`src/rtl/core/wls_pkg.sv`:
```
// ----------------------------------------------------------------------------
// wls_pkg
// Shared types and constants of the windowed latency statistics core.
// ----------------------------------------------------------------------------
package wls_pkg;

   localparam int CHANNEL_COUNT_DEF = 8;
   localparam int WINDOW_DEPTH_DEF  = 1024;
   localparam int QUEUE_DEPTH       = 4;

   localparam logic [1:0] REQ_RECORD = 2'd0;
   localparam logic [1:0] REQ_QUERY  = 2'd1;
   localparam logic [1:0] REQ_CLEAR  = 2'd2;

   typedef struct packed {
      logic [1:0]  req_type;
      logic [3:0]  stage_index;
      logic [31:0] sample_value;
   } wls_req_type;

   typedef struct packed {
      logic [10:0] sample_total;
      logic [31:0] min_latency;
      logic [31:0] max_latency;
      logic [31:0] mean_latency;
      logic [31:0] p99_latency;
   } wls_rsp_type;

   typedef enum logic [1:0] {
      OP_RECORD,
      OP_QUERY,
      OP_QUERY_ZERO,
      OP_CLEAR
   } cmd_op_type;

   typedef struct packed {
      cmd_op_type  op;
      logic [3:0]  ch;
      logic [31:0] value;
   } cmd_type;

   typedef enum logic [2:0] {
      ST_IDLE,
      ST_REC_UPD,
      ST_Q_SCAN,
      ST_Q_DECIDE,
      ST_Q_WAIT_DIV,
      ST_RESULT
   } eng_state_type;

endpackage

```
`src/rtl/core/wls_queue.sv`:
```
// ----------------------------------------------------------------------------
// wls_queue
// Short command queue between the front and the execution engine.
// ----------------------------------------------------------------------------
module wls_queue (
   input  logic             clock,
   input  logic             reset,
   input  logic             push,
   input  wls_pkg::cmd_type push_cmd,
   output logic             full,
   input  logic             pop,
   output logic             pop_valid,
   output wls_pkg::cmd_type pop_cmd
);
   import wls_pkg::*;

   localparam int PTR_W = $clog2(QUEUE_DEPTH);

   cmd_type          slot_ff [QUEUE_DEPTH];
   logic [PTR_W-1:0] wr_ptr_ff, wr_ptr_in;
   logic [PTR_W-1:0] rd_ptr_ff, rd_ptr_in;
   logic [PTR_W:0]   count_ff, count_in;
   logic             do_push, do_pop;

   assign full      = count_ff == (PTR_W+1)'(QUEUE_DEPTH);
   assign pop_valid = count_ff != '0;
   assign pop_cmd   = slot_ff[rd_ptr_ff];
   assign do_push   = push && !full;
   assign do_pop    = pop && pop_valid;

   always_comb begin
      wr_ptr_in = do_push ? wr_ptr_ff + 1'b1 : wr_ptr_ff;
      rd_ptr_in = do_pop ? rd_ptr_ff + 1'b1 : rd_ptr_ff;
      count_in  = count_ff + (PTR_W+1)'(do_push) - (PTR_W+1)'(do_pop);
   end

   always_ff @(posedge clock) begin
      if (reset) begin
         wr_ptr_ff <= '0;
         rd_ptr_ff <= '0;
         count_ff  <= '0;
      end else begin
         wr_ptr_ff <= wr_ptr_in;
         rd_ptr_ff <= rd_ptr_in;
         count_ff  <= count_in;
      end
   end

   always_ff @(posedge clock) begin
      if (do_push) begin
         slot_ff[wr_ptr_ff] <= push_cmd;
      end
   end

endmodule

```
`config.mk`:
```
export PLATFORM = sky130hd
export DESIGN_NAME = wls_queue
export DESIGN_NICKNAME = d
export VERILOG_FILES = /design/src/rtl/core/wls_pkg.sv /design/src/rtl/core/wls_queue.sv
export SDC_FILE = /design/constraint.sdc
export NUM_CORES = 1
export LEC_CHECK = 0
export BUFFER_PORTS_ARGS = -buffer_cell sky130_fd_sc_hd__buf_4
export CELL_PAD_IN_SITES_DETAIL_PLACEMENT = 0
export CELL_PAD_IN_SITES_GLOBAL_PLACEMENT = 2
export CORE_UTILIZATION = 30
export CTS_BUF_LIST = sky130_fd_sc_hd__clkbuf_8
export DETAILED_ROUTE_END_ITERATION = 8
export GPL_TIMING_DRIVEN = 0
export HOLD_SLACK_MARGIN = 0.12
export PLACE_DENSITY_LB_ADDON = 0.1
export SETUP_SLACK_MARGIN = 0.02
export SLEW_MARGIN = 30
export SYNTH_ARGS = -nofsm -noshare
export SYNTH_HDL_FRONTEND = slang
export SYNTH_SLANG_ARGS = --single-unit
```
`constraint.sdc`:
```
create_clock -name clock -period 4.35 [get_ports clock]
set_clock_uncertainty 0.2 [all_clocks]
set_input_delay 0.6525 -clock clock [delete_from_list [all_inputs] [get_ports clock]]
set_output_delay 0.6525 -clock clock [all_outputs]
set_load 0.02 [all_outputs]
```
# [After elaboration in Yosys (flattened, before gate mapping)]
# Memories as Yosys holds them, arrays and structs flattened. A register that Yosys moved wholly into a read port is not among the register bits.
# Index checks and enable logic that the tools add are counted.
[word_totals] register_bits=7 ram_bits=152 inputBits=42 out_inout_bits=40 word_cells=17 n_memories=1
[mem_list] memory="slot_ff" words=4 width=38 rd=1 rd_clocked_by_memory_dff=1 write_ports=1 line_no="wls_queue.sv:19" source="cmd_type slot_ff [QUEUE_DEPTH];"
[classes] addsub=4 n_eq_ne=1 n_mux=4 reduce_logical=4
[ops] cell="2-bit by 1-bit adder with 2-bit output (second input constant)" n=2
[ops] cell="2-bit 2-to-1 mux" n=2
[ops] cell="3-bit by 1-bit adder with 3-bit output" n=1
[ops] cell="3-bit equality test (second input constant)" n=1
[ops] cell="3-bit nonzero test" n=1
[ops] cell="3-bit by 1-bit subtractor with 3-bit output" n=1
[ops] cell="1-bit logical AND" n=2
[ops] cell="1-bit 2-to-1 mux" n=2
[ops] cell="1-bit zero test" n=1

# [Depth between registers and ports, before layout]
[depth] ltp_word=5 depth_mapped=11 ltp_nobuf=11

# [Least setup slack after synthesis]
# OpenSTA, ideal clock, no wires.
[synth_timing] kind="input to register" from="input push" to="register count_ff[2]" setup_ns=0.078 t_arrival_ns=2.233 t_required_ns=4.072 slack_ns=1.839 cell_stages=11 n_path_buf=0 cell_sequence="inv_1 > nor2_1 > inv_1 > ha_1 > inv_1 > ha_1 > inv_1 > fa_1 > xor2_1 > and2_1 > nor3_1"
[synth_between] elab_chain_len=3
[synth_rtl] item="start, declared" line_no="wls_queue.sv:8" source="input logic push,"
[synth_rtl] item="1-bit logical AND" line_no="wls_queue.sv:28" source="assign do_push = push && !full;"
[synth_rtl] item="3-bit by 1-bit adder with 3-bit output" line_no="wls_queue.sv:34" source="count_in = count_ff + (PTR_W+1)'(do_push) - (PTR_W+1)'(do_pop);"
[synth_rtl] item="3-bit by 1-bit subtractor with 3-bit output" line_no="wls_queue.sv:34"
[synth_rtl] item="end signal, assigned" line_no="wls_queue.sv:45" source="count_ff <= count_in;"
[synth_rtl] item="end, declared" line_no="wls_queue.sv:22" source="logic [PTR_W:0] count_ff, count_in;"
# Every way passes these cells.
# A chain may end at the register's enable or synchronous reset.

==> results.txt <==
status: complete, no violations
H-Tree Level Count: 4
f_max: 354 MHz
# setup viols final: 0
GRT overflow: 0
CP Buf/Inv Count: 3
CP max stage delay: 380 ps
Yosys reg bits: 161
vias in the first global route: 2925
CTS tree: built
drt first pass iters: 4
cts hold-fix bufs: 0
post-synthesis instance total: 247
num rows: 51
DR iter-0 viols: 92
WP data required: 3500 ps
CP endpoint: pop_cmd[24]
Buffers on Ports: 80
Total Wirelength: 11.1 mm
Clock transition at path regs: 90 ps
post-route clock period utilization: 65.0%
P per Cell Area: 577 mW/mm2
ANT nets after route: 0
crit-path leading delay family: buffers and inverters
worst r2r src: count_ff[1]
register area share after synthesis: 79.5%
via count: 2670
Core Area: 0.0195 mm2
syn_nets: 296
area grow syn2layout: 23.6%
RSZ-0062 raised after global routing: no
Setup crit start kind: flip-flop
Initial Utilization: 30.7%
clock tree buffer depth: 2
clock sinks: 161
P_leak: 2.47 nW
count of warnings emitted by yosys: 0
Die H: 143 um
Fin. Hold Viols: 0
HPWL reported at the end of detailed placement: 6.59 mm
CP max stage cell: mux4_2
setup_tns: 0 ps
share of the synthesized area in the top cell type: 76.5%
VDD IR max: 0.226 mV
Clock Latency Late Sink: 440 ps
Final Max Tran Viols: 0
layout cells sized above 1: 45.5%
Mean Syn Cell Area: 24.2 um2
gpl congestion: 0.620
nets: 399
n_diodes: 0
worst-path maximum fanout: 10
CP Capture Type: output pin
critical path depth: 4
Setup Crit Path Kind: reg -> out
GRT Util Overall: 12.0%
worst-margin pin slew: 675 ps
R2R cell count: 11
PostCTS Resize Cnt: 0
R2R Setup Slk: 1690 ps
Die Footprint: 0.0205 mm2
Residual DRC: 0
Critical Path, Cell by Cell: buf_2 -> buf_2 -> mux4_2 -> buf_4
Synth area leaders: edfxtp_1 77%, mux4_2 14%, dfxtp_1 3.0%
most area-hungry cell type in the Yosys netlist: edfxtp_1
Final min period: 2830 ps
TritonCTS Buffers: 17
Top Ports: 82
post-synth cell types: 25
antenna violations before repair: 0
hold_ws: 204 ps
relative slew slack: 55.0%
DR vias/cell: 4.25
routed wire length per instance: 17.7 um
first-pass GRT wire length: 17.0 mm
CP most frequent cell: buf_2
# Max-Cap Violations: 0
largest net degree at the start of global routing: 30
Netlist Area Pre-Place: 0.00597 mm2
Hold Path Depth: 1
crit path DAT: 1970 ps
HP Class: in -> reg
Post-CTS Setup Inserts: 0
RR Endpoint: count_ff[2]
Die X: 143 um
Root Buffer: clkbuf_8
## how the worst min path moves through the flow
stage	to	startpoint
after floorplan	wr_ptr_ff[1]	wr_ptr_ff[1]
after global placement	wr_ptr_ff[1]	wr_ptr_ff[1]
after detailed placement	rd_ptr_ff[1]	rd_ptr_ff[1]
after CTS	slot_ff[1][16]	push_cmd[16]
after global routing	slot_ff[0][22]	push_cmd[22]
final	slot_ff[3][8]	push_cmd[8]
## worst register-to-register path: cells and delay by family (launching register included)
kind | cells | cell delay [ps]
buffers and inverters | 3 | 190
AND/OR/NAND/NOR | 4 | 770
adder cells (fa/ha/maj) | 3 | 790
flip-flops | 1 | 480
XOR/XNOR | 1 | 160
## registers in the layout (all words and copies together), names as in the netlist, named ones only
signal / count
count_ff: 3
slot_ff: 152
wr_ptr_ff: 2
rd_ptr_ff: 2
## cells in the mapped netlist
| cell | instances |
|---|---|
| xor2_1 | 2 |
| nor3b_2 | 1 |
| nand2b_1 | 2 |
| o31a_1 | 1 |
| dfxtp_1 | 9 |
| fa_1 | 1 |
| edfxtp_1 | 152 |
| buf_2 | 3 |
| inv_1 | 6 |
| mux2i_1 | 1 |
| or3_1 | 2 |
| clkbuf_1 | 2 |
| o21ai_0 | 1 |
| and2_1 | 5 |
| nor2_1 | 6 |
| ha_1 | 6 |
| mux4_2 | 38 |
| xnor2_1 | 1 |
| a21oi_1 | 1 |
| buf_6 | 1 |
| buf_12 | 2 |
| nor2b_1 | 1 |
| o311ai_0 | 1 |
| nor3_1 | 1 |
| buf_4 | 1 |
## stage by stage
| stage | setup slack [ps] | area, um2 | util, % | std cells | power (mW) |
|---|---|---|---|---|---|
| after floorplan | 1840 | 5970 | - | 247 | 2.77 |
| after global placement | 740 | 6900 | 35.4 | 592 | 3.26 |
| after detailed placement | 1470 | 6990 | 35.9 | 596 | 3.28 |
| after CTS | 1460 | 7370 | 37.9 | 628 | 4.34 |
| after global routing | 1410 | 7370 | 37.9 | 628 | 4.48 |
| final | 1520 | 7370 | 37.9 | 628 | 4.25 |
## cell usage in the layout (no fill, tap or decap), drive strengths merged
master,count
buf,91
nor2,6
edfxtp,152
nor3b,1
a21oi,1
xor2,2
nand2b,2
clkinvlp,2
bufinv,1
and2,5
clkinv,5
or3,2
inv,13
nor3,1
xnor2,1
o21ai,1
mux2i,1
o311ai,1
nor2b,1
fa,1
clkbuf,19
dfxtp,9
o31a,1
mux4,38
ha,6
## power by group
group          total, mW  switching (mW)  internal (mW)
combinational       1.27           0.661          0.610
clock               1.05           0.577          0.469
sequential          1.93          0.0550           1.88
total               4.25            1.29           2.96
## cell families after synthesis
group	synth area share [%]
multiplexers	14.5
XOR/XNOR	0.441
buffers and inverters	1.74
flip-flops	79.5
AO/OA/AOI/OAI	0.461
adder cells (fa/ha/maj)	1.59
AND/OR/NAND/NOR	1.72
## layout make-up
| cell class | count | area, um2 |
|---|---|---|
| buffer | 9 | 81.3 |
| multi-input combinational | 71 | 1130 |
| fill | 1810 | 12100 |
| sequential | 161 | 4740 |
| tap | 265 | 332 |
| clock inverter | 15 | 153 |
| inverter | 6 | 22.5 |
| clock buffer | 17 | 234 |
| timing repair buffer | 84 | 681 |
## per-layer routing
| layer | share of wire [%] | GRT usage [%] |
|---|---|---|
| met1 | 44 | 14.3 |
| met2 | 50 | 20.0 |
| met3 | 4.8 | 3.86 |
| met4 | 1.4 | 4.75 |
| met5 | 0 | 0 |
(Power assumes the default switching activity.)
